## config.mk

```make
export PLATFORM = sky130hd
export DESIGN_NAME = framed_command_receiver
export DESIGN_NICKNAME = d
export VERILOG_FILES = /design/src/hdl/frc_pkg.sv /design/src/hdl/framed_command_receiver.sv /design/src/hdl/frc_parser.sv /design/src/hdl/frc_out_stage.sv
export SDC_FILE = /design/constraint.sdc
export NUM_CORES = 1
export LEC_CHECK = 0
export BUFFER_PORTS_ARGS = -buffer_cell sky130_fd_sc_hd__buf_2
export CAP_MARGIN = 30
export CELL_PAD_IN_SITES_DETAIL_PLACEMENT = 0
export CELL_PAD_IN_SITES_GLOBAL_PLACEMENT = 1
export CORE_ASPECT_RATIO = 0.7
export CORE_MARGIN = 3
export CORE_UTILIZATION = 49
export CTS_CLUSTER_SIZE = 28
export DETAILED_ROUTE_END_ITERATION = 10
export PLACE_DENSITY = 0.93
export SLEW_MARGIN = 0
export SYNTH_ARGS = -nofsm -noshare
export SYNTH_HDL_FRONTEND = slang
export SYNTH_HIERARCHICAL = 1
export SYNTH_SLANG_ARGS = --single-unit
```

## constraint.sdc

```tcl
create_clock -name clk -period 7.5 [get_ports clk]
set_input_delay 0.75 -clock clk [delete_from_list [all_inputs] [get_ports clk]]
set_output_delay 0.75 -clock clk [all_outputs]
set_load 0.05 [all_outputs]
```

## src/hdl/frc_pkg.sv

```systemverilog
package frc_pkg;

  localparam int BUF_DEPTH = 32;
  localparam int CNT_W     = $clog2(BUF_DEPTH);
  localparam int LEN_W     = 16;
  localparam int CMP_W     = LEN_W + 1;

  localparam logic [7:0] SYNC_VALUE     = 8'hAA;
  localparam logic [7:0] SET_PARAM_TYPE = 8'h10;
  localparam logic [7:0] ID_LIMIT       = 8'd5;

  typedef enum logic [2:0] {
    ST_PARAM_SET  = 3'd0,
    ST_BAD_CHECK  = 3'd1,
    ST_IGNORED    = 3'd2,
    ST_UNKNOWN_ID = 3'd3,
    ST_EMPTY      = 3'd4,
    ST_TOO_LONG   = 3'd5
  } status_t;

  typedef struct packed {
    status_t     status;
    logic [2:0]  param_index;
    logic [31:0] param_word;
  } result_t;

endpackage

```

## src/hdl/framed_command_receiver.sv

```systemverilog
// Channel  Direction  Ports
// in       input      in_valid, in_stall, in_rx_byte
// out      output     out_valid, out_stall, out_status, out_param_index, out_param_word
//
// One received byte per cycle while in_stall is low; a frame result is registered
// in the cycle after its check byte (or length low byte, for too_long) is taken.
// Synchronous active-low reset returns the parser to idle with no result held.
// in_stall rises only while a result waits in the output register and
// out_stall is high.
module framed_command_receiver (
  input  logic        clk,
  input  logic        rst_n,
  input  logic        in_valid,
  output logic        in_stall,
  input  logic [7:0]  in_rx_byte,
  output logic        out_valid,
  input  logic        out_stall,
  output logic [2:0]  out_status,
  output logic [2:0]  out_param_index,
  output logic [31:0] out_param_word
);

  logic             take;
  logic             res_valid;
  logic             full;
  frc_pkg::result_t res;
  frc_pkg::result_t out_res;

  assign in_stall = full & out_stall;
  assign take     = in_valid & ~in_stall;

  frc_parser u_parser (
    .clk       (clk),
    .rst_n     (rst_n),
    .take      (take),
    .rx_byte   (in_rx_byte),
    .res_valid (res_valid),
    .res       (res)
  );

  frc_out_stage u_out (
    .clk       (clk),
    .rst_n     (rst_n),
    .load      (res_valid),
    .res       (res),
    .out_stall (out_stall),
    .full      (full),
    .out_res   (out_res)
  );

  assign out_valid       = full;
  assign out_status      = out_res.status;
  assign out_param_index = out_res.param_index;
  assign out_param_word  = out_res.param_word;

`ifndef SYNTHESIS
  a_clean_fields: assert property (@(posedge clk) disable iff (!rst_n)
    out_valid && (out_status != frc_pkg::ST_PARAM_SET)
      |-> (out_param_index == 3'd0) && (out_param_word == 32'd0))
    else $error("non param_set transaction carries a parameter");

  a_index_range: assert property (@(posedge clk) disable iff (!rst_n)
    out_valid && (out_status == frc_pkg::ST_PARAM_SET) |-> out_param_index <= 3'd5)
    else $error("param_index out of range");

  a_result_lands: assert property (@(posedge clk) disable iff (!rst_n)
    take && res_valid |=> out_valid && (out_status == $past(res.status)))
    else $error("result lost on its way to the output register");

  a_stall_cause: assert property (@(posedge clk) disable iff (!rst_n)
    in_stall |-> out_valid && out_stall)
    else $error("input stalled without a held result");
`endif

endmodule

```

## src/hdl/frc_parser.sv

```systemverilog
module frc_parser (
  input  logic               clk,
  input  logic               rst_n,
  input  logic               take,
  input  logic [7:0]         rx_byte,
  output logic               res_valid,
  output frc_pkg::result_t   res
);

  logic [frc_pkg::CNT_W-1:0] count_r, count_nxt;
  logic [frc_pkg::LEN_W-1:0] len_r, len_nxt;
  logic [7:0]                type_r, type_nxt;
  logic [7:0]                xor_r, xor_nxt;
  logic [7:0]                index_r, index_nxt;
  logic [31:0]               word_r, word_nxt;

  logic [frc_pkg::CNT_W-1:0] pos;
  logic [frc_pkg::LEN_W-1:0] full_len;
  logic                      too_long;
  logic                      frame_end;
  logic                      go_idle;

  assign pos       = count_r - frc_pkg::CNT_W'(4);
  assign full_len  = {len_r[frc_pkg::LEN_W-1:8], rx_byte};
  assign too_long  = (frc_pkg::CMP_W'(full_len) + frc_pkg::CMP_W'(5))
                     > frc_pkg::CMP_W'(frc_pkg::BUF_DEPTH);
  assign frame_end = (frc_pkg::CMP_W'(count_r) == frc_pkg::CMP_W'(len_r) + frc_pkg::CMP_W'(4));

  always_comb begin
    count_nxt = count_r;
    len_nxt   = len_r;
    type_nxt  = type_r;
    xor_nxt   = xor_r;
    index_nxt = index_r;
    word_nxt  = word_r;
    res_valid = 1'b0;
    go_idle   = 1'b0;
    res       = '{status: frc_pkg::ST_PARAM_SET, param_index: 3'd0, param_word: 32'd0};
    if (take) begin
      if (count_r == '0) begin
        if (rx_byte == frc_pkg::SYNC_VALUE) begin
          xor_nxt   = rx_byte;
          count_nxt = frc_pkg::CNT_W'(1);
        end
      end else begin
        xor_nxt   = xor_r ^ rx_byte;
        count_nxt = count_r + frc_pkg::CNT_W'(1);
        if (count_r == frc_pkg::CNT_W'(1)) begin
          type_nxt = rx_byte;
        end else if (count_r == frc_pkg::CNT_W'(2)) begin
          len_nxt = {rx_byte, 8'd0};
        end else if (count_r == frc_pkg::CNT_W'(3)) begin
          len_nxt = full_len;
          if (too_long) begin
            res_valid  = 1'b1;
            res.status = frc_pkg::ST_TOO_LONG;
            go_idle    = 1'b1;
          end
        end else if (frame_end) begin
          res_valid = 1'b1;
          go_idle   = 1'b1;
          if ((xor_r ^ rx_byte) != 8'd0) begin
            res.status = frc_pkg::ST_BAD_CHECK;
          end else if (type_r != frc_pkg::SET_PARAM_TYPE) begin
            res.status = frc_pkg::ST_IGNORED;
          end else if (len_r == '0) begin
            res.status = frc_pkg::ST_EMPTY;
          end else if (index_r > frc_pkg::ID_LIMIT) begin
            res.status = frc_pkg::ST_UNKNOWN_ID;
          end else begin
            res.status      = frc_pkg::ST_PARAM_SET;
            res.param_index = index_r[2:0];
            res.param_word  = (len_r >= frc_pkg::LEN_W'(5)) ? word_r : 32'd0;
          end
        end else begin
          case (pos)
            frc_pkg::CNT_W'(0): index_nxt = rx_byte;
            frc_pkg::CNT_W'(1): word_nxt[7:0]   = rx_byte;
            frc_pkg::CNT_W'(2): word_nxt[15:8]  = rx_byte;
            frc_pkg::CNT_W'(3): word_nxt[23:16] = rx_byte;
            frc_pkg::CNT_W'(4): word_nxt[31:24] = rx_byte;
            default: ;
          endcase
        end
      end
      if (go_idle) begin
        count_nxt = '0;
        len_nxt   = '0;
        type_nxt  = 8'd0;
        xor_nxt   = 8'd0;
        index_nxt = 8'd0;
        word_nxt  = 32'd0;
      end
    end
  end

  always_ff @(posedge clk) begin
    if (!rst_n) begin
      count_r <= '0;
      len_r   <= '0;
      type_r  <= 8'd0;
      xor_r   <= 8'd0;
      index_r <= 8'd0;
      word_r  <= 32'd0;
    end else begin
      count_r <= count_nxt;
      len_r   <= len_nxt;
      type_r  <= type_nxt;
      xor_r   <= xor_nxt;
      index_r <= index_nxt;
      word_r  <= word_nxt;
    end
  end

endmodule

```

## src/hdl/frc_out_stage.sv

```systemverilog
module frc_out_stage (
  input  logic             clk,
  input  logic             rst_n,
  input  logic             load,
  input  frc_pkg::result_t res,
  input  logic             out_stall,
  output logic             full,
  output frc_pkg::result_t out_res
);

  logic             valid_r, valid_nxt;
  frc_pkg::result_t data_r, data_nxt;

  always_comb begin
    valid_nxt = valid_r;
    data_nxt  = data_r;
    if (load) begin
      valid_nxt = 1'b1;
      data_nxt  = res;
    end else if (!out_stall) begin
      valid_nxt = 1'b0;
    end
  end

  always_ff @(posedge clk) begin
    if (!rst_n) begin
      valid_r <= 1'b0;
    end else begin
      valid_r <= valid_nxt;
    end
  end

  always_ff @(posedge clk) begin
    data_r <= data_nxt;
  end

  assign full    = valid_r;
  assign out_res = data_r;

endmodule

```

==> results.yml, run 1 <==
die:
  core-area_um2: 10500
  die_w_um: 131
  die_area_um2: 12300
  rows: 31
  die_h_um: 93.5
  start_util_pct: 51.0
  ios: 52
worst_setup_path:
  crit_slowest_cell: "nor4_1"
  cp.arrival_ns: 4.00
  r2r_start: "u_parser/len_r[2]"
  worstReg2RegEnd: "u_out/out_res[15]"
  cp_cell_sequence: "inv_1 > ha_1 > xor2_1 > nor4_1 > nand3_1 > nor2_1 > nand4bb_1 > nor4_1 > o21a_1 > and2_1"
  critPathBufInv: 1
  critical_path_depth: 10
  start_kind: "flip-flop"
  path_class: "reg -> reg"
  crit_family: "simple AND/OR/NAND/NOR gates"
  cpMostUsedCell: "nor4_1"
  worst_r2r_path_depth: 10
  crit_fanout: 32
  max_stage_delay_ns: 0.85
  endpoint_kind: "flip-flop"
  cp.required_ns: 7.77
  ff2ff_setup_slack_ns: 3.77
route:
  viasPerCell: 5.96
  vias: 4480
  drc: 0
  avgRoutedWirePerCell_um: 18.2
  ant_nets: 0
  drtIter0Drc: 551
  drt_wl_total_mm: 13.7
  dr.pass1.iters: 5
cts:
  cts-resized-gates: 0
  clock-sinks: 116
  cts_root_buf: "clkbuf_16"
  cts_made_buffers: 17
  post_cts_buffers: 0
  h-tree-depth: 4
  path_clk_slew_ns: 0.05
  tritoncts: "built"
  clk_latency_ns: 0.41
  cts_buffer_depth: 2
  cts-hold-fix-buffers: 0
final_layout:
  final_cell_mix: "nand2_1 (86), dfxtp_1 (78), buf_2 (51), and2_1 (40), edfxtp_1 (38)"
  final_common_cell: "nand2_1"
  final_net_count: 610
  antenna_cells: 0
  fin_cells: 752
  area_growth_pct: 16.2
  layout-drive-gt1-share_pct: 15.7
  design_area_um2: 6230
  final_util_pct: 59.3
pwr:
  seq_power_share_pct: 41.4
  net-switching-power_uw: 362
  p_sw_share_pct: 22.4
  p_int_mw: 1.26
  p_leak_nw: 2.27
  total_power_mw: 1.62
  p_comb_share_pct: 7.0
  pwr-share-clk_pct: 51.7
  peakVddDrop_v: 0.000160
  power_density_nw_per_um2: 260
timing:
  period_share_pct: 49.7
  drv_slew: 0
  hold_viol_final: 0
  fin_skew_ns: 0.0130
  rsz0062_at_grt: "no"
  fin_tns_setup_ns: 0
  finalSetupViolCount: 0
  max_freq_mhz: 268
  slew_headroom_pct: 37.2
  tightest_slew_ns: 0.933
  fin_crit_ns: 3.73
synth:
  yosys_most_used_dff: "dfxtp_1"
  ys_async_sr_fraction_pct: 0
  ys_types: 62
  synth_area_per_cell_um2: 9.61
  synthesis.nets: 577
  ys_seq_area_share_pct: 50.4
  netlist_area_um2: 5360
  syn_inst: 558
  synth-edff-count: 38
  yosys_warnings: 6
  ys_ff_latch: 116
run:
  cap_violations: 0
place:
  routabilityCongestion: 0.925
  placed_cells: 720
  placed_cell_area_um2: 5620
  dp_hpwl_mm: 9.04
  port_buffers: 51
global_routing:
  grt_start_max_net_pins: 64
  grt_pass1_vias: 3968
  grt_usage_pct: 22.6
  grt_remaining_overflow: 0
  antenna_found_initial: 0
  grt_pass1_wl_mm: 21.1
worst_hold_path:
  whs_endpoint: "u_parser/word_r[20]"
  hold_class: "reg -> reg"
  min_path_cells: 2
  hold_start: "u_parser/word_r[20]"
outcome:
  outcome: "completed"
-- per-stage QoR --
step	worst slack, ns	hold slack (ns)
3_5_place_dp	3.81	0.453
3_3_place_gp	3.93	0.444
5_1_grt	3.55	0.470
2_1_floorplan	4.27	0.432
4_1_cts	3.77	0.460
6_report	3.77	0.455
-- synth_stat cells, drive strengths merged, types with 3 or more instances --
library cell / n / area [um^2]
nand2: 90 / 368
dfxtp: 78 / 1560
and2: 40 / 250
edfxtp: 38 / 1140
nand3: 34 / 185
o22ai: 33 / 206
o21ai: 25 / 129
clkbuf: 21 / 83.8
nor2: 20 / 75.1
buf: 18 / 114
a22o: 16 / 140
xor2: 15 / 131
a21oi: 12 / 63.8
a22oi: 9 / 67.6
inv: 9 / 33.8
nor3: 9 / 50.1
nor4: 9 / 62.6
xnor2: 9 / 78.8
ha: 7 / 87.6
nand4: 7 / 43.8
a32o: 5 / 50.1
o21a: 5 / 37.5
a31oi: 4 / 25.0
and3: 4 / 25.0
nand2b: 4 / 25.0
nor2b: 4 / 25.0
nor3b: 3 / 38.8
o31ai: 3 / 22.5
-- power groups by stage --
stage               sequential (mW)  combinational (mW)  clock (mW)
floorplan                     0.677              0.0883           0
global placement              0.681               0.108           0
detailed placement            0.681               0.110           0
CTS                           0.668               0.111       0.843
global route                  0.670               0.124       0.875
finish                        0.669               0.113       0.836
-- registers in the layout, summed over array words and instances, names as in the netlist --
name              count
u_parser/word_r      32
u_parser/len_r       16
u_parser/index_r      8
u_parser/count_r      5
u_parser/xor_r        8
u_out/full            1
u_parser/type_r       8
u_out/out_res        38
-- area by class of cell --
type,count,area [um^2]
timing repair buffer,53,270
inverter,9,33.8
clock inverter,10,156
clock buffer,22,454
fill,873,4280
sequential,116,2700
tap,148,185
multi-input combinational,394,2430
-- worst max path at each step --
stage,from,end,slack (ns)
after global routing,u_parser/len_r[2],u_out/out_res[20],3.55
after floorplan,u_parser/len_r[2],u_out/out_res[0],4.27
after detailed placement,u_parser/len_r[2],u_out/out_res[7],3.81
final,u_parser/len_r[2],u_out/out_res[15],3.77
after global placement,u_parser/len_r[4],u_out/out_res[4],3.93
after CTS,u_parser/len_r[2],u_out/out_res[15],3.77
-- cell families after synthesis --
group                    synth area share (%)
AND/OR/NAND/NOR                          23.2
AO/OA/AOI/OAI                            16.1
flip-flops                               50.4
buffers and inverters                    4.32
XOR/XNOR                                 3.92
adder cells (fa/ha/maj)                  1.63
multiplexers                            0.373
-- layer usage --
| metal | wire length (um) | share of wire, % | global-route usage [%] |
|---|---|---|---|
| met1 | 6520 | 48 | 33.7 |
| met4 | 245 | 1.8 | 8.99 |
| met2 | 5840 | 43 | 31.1 |
| met5 | 0 | 0 | 0 |
| met3 | 1070 | 7.8 | 5.65 |
-- worst min-delay path: cells and delay by family (launching register included) --
family | cells | cell delay, ns
AO/OA/AOI/OAI | 1 | 0.05
AND/OR/NAND/NOR | 1 | 0.06
flip-flops | 1 | 0.30
Power figures use the tool's default switching activity.
==> inputs of run 2 (changes only) <==
- CORE_UTILIZATION: 49 -> 46
- PLACE_DENSITY: 0.93 -> 0.89
- clock period: 7.5 -> 3.5 ns (I/O delays scaled with it)
==> run 2 against run 1 <==
Sequential cell count unchanged. Maximum frequency increased by 22%. Clock skew increased by 0.00056 ns. Via count decreased by 1.8%. Sequential power increased by 110%. First-iteration DRC count decreased by 13%. Clock power increased by 120%. Final cell count increased by 1.3%.
==> results.yml, run 2 (synthesized netlist as in run 1, its figures left out) <==
worst_setup_path:
  crit_fanout: 11
  endpoint_kind: "flip-flop"
  cp_cell_sequence: "and3_1 > or3b_1 > or2_0 > a2111o_1 > nor3b_2 > o21a_1 > nand2_4 > o22ai_1"
  max_stage_delay_ns: 0.52
  cp.arrival_ns: 3.39
  path_class: "reg -> reg"
  ff2ff_setup_slack_ns: 0.44
  crit_slowest_cell: "dfxtp_1"
  cp.required_ns: 3.83
  start_kind: "flip-flop"
final_layout:
  final_net_count: 615
  largest_register_ffs: 38
  final_cell_mix: "nand2_1 (86), dfxtp_1 (78), buf_2 (51), and2_1 (40), edfxtp_1 (38)"
  final_util_pct: 56.3
  layout-drive-gt1-share_pct: 16.7
  antenna_cells: 0
  area_growth_pct: 17.7
  final_common_cell: "nand2_1"
  nFillCells: 989
route:
  vias: 4401
  drt_wl_total_mm: 13.7
  drc: 0
  drtIter0Drc: 482
  viasPerCell: 5.78
  ant_nets: 0
  avgRoutedWirePerCell_um: 18.0
  dr.pass1.iters: 5
global_routing:
  grt-busiest-layer: "met2"
  grt_usage_pct: 21.8
  use_met1_pct: 31.3
  grt_pass1_wl_mm: 21.8
  grt_remaining_overflow: 0
  grt_pass1_vias: 4184
  grtUsageMet3_pct: 6.32
  antenna_found_initial: 0
  grtUsageMet2_pct: 32.3
  grt_start_max_net_pins: 52
timing:
  fin_skew_ns: 0.0135
  fin_crit_ns: 3.06
  period_share_pct: 87.4
  max_freq_mhz: 327
  slew_headroom_pct: 41.2
  finalSetupViolCount: 0
  rsz0062_at_grt: "no"
  fin_tns_setup_ns: 0
  drv_slew: 0
  tightest_slew_ns: 0.875
  hold_viol_final: 0
cts:
  path_clk_slew_ns: 0.06
  clk_latency_ns: 0.41
  post_cts_buffers: 0
  h-tree-depth: 4
  tritoncts: "built"
  cts-resized-gates: 0
  cts_made_buffers: 17
  cts_buffer_depth: 2
  cts_root_buf: "clkbuf_16"
  cts-hold-fix-buffers: 0
  clock-sinks: 116
run:
  cap_violations: 0
die:
  die_w_um: 135
  die_h_um: 96.3
  ios: 52
  start_util_pct: 47.8
  rows: 32
  die_area_um2: 13000
  core-area_um2: 11200
pwr:
  p_leak_nw: 2.30
  peakVddDrop_v: 0.000373
  power_density_nw_per_um2: 555
place:
  routabilityCongestion: 0.922
  dp_hpwl_mm: 9.30
  port_buffers: 51
worst_hold_path:
  hold_class: "in -> reg"
outcome:
  outcome: "completed"
## run 2: routing by layer
layer	wire length, um	share of wire (%)
met5	0	0
met4	107	0.78
met3	1000	7.3
met2	5990	44
met1	6590	48
## run 2: report_power, final
group          switching, mW  total, mW  internal, mW
Combinational          0.162      0.245        0.0829
Clock                  0.615       1.82          1.21
Sequential            0.0302       1.43          1.40
Total                  0.807       3.50          2.69
## run 2: area by class of cell
| class | instances | area (um^2) | share of cell area, % |
|---|---|---|---|
| Tap cell | 153 | 191 | 3.03 |
| Clock buffer | 19 | 443 | 7.02 |
| Clock inverter | 13 | 180 | 2.85 |
| Sequential cell | 116 | 2700 | 42.8 |
| Inverter | 9 | 33.8 | 0.535 |
| Timing Repair Buffer | 58 | 333 | 5.27 |
| Multi-Input combinational cell | 394 | 2430 | 38.5 |
## run 2: worst max-delay path: cells and delay by family, from the launching register on
kind	cells	cell delay [ns]
simple gates	5	1.30
compound gates	3	1.15
flops	1	0.52
## run 2: metrics by stage
step           total power, mW  cell area (um^2)  std cells  hold slack (ns)  setup WS [ns]
2_1_floorplan             1.64              5360        558            0.432          0.274
3_3_place_gp              1.69              5690        730            0.443          0.588
3_5_place_dp              1.70              5690        730            0.448          0.499
4_1_cts                   3.53              6310        762            0.229          0.476
5_1_grt                   3.62              6310        762            0.274          0.296
6_report                  3.50              6310        762            0.236          0.440
## run 2: worst paths after layout
path,cells past startpoint,start,endpoint
max reg2reg,8,u_parser/len_r[13],u_parser/word_r[2]
max,8,u_parser/len_r[13],u_parser/word_r[2]
min,3,out_stall,u_out/full
min reg2reg,2,u_parser/word_r[18],u_parser/word_r[18]
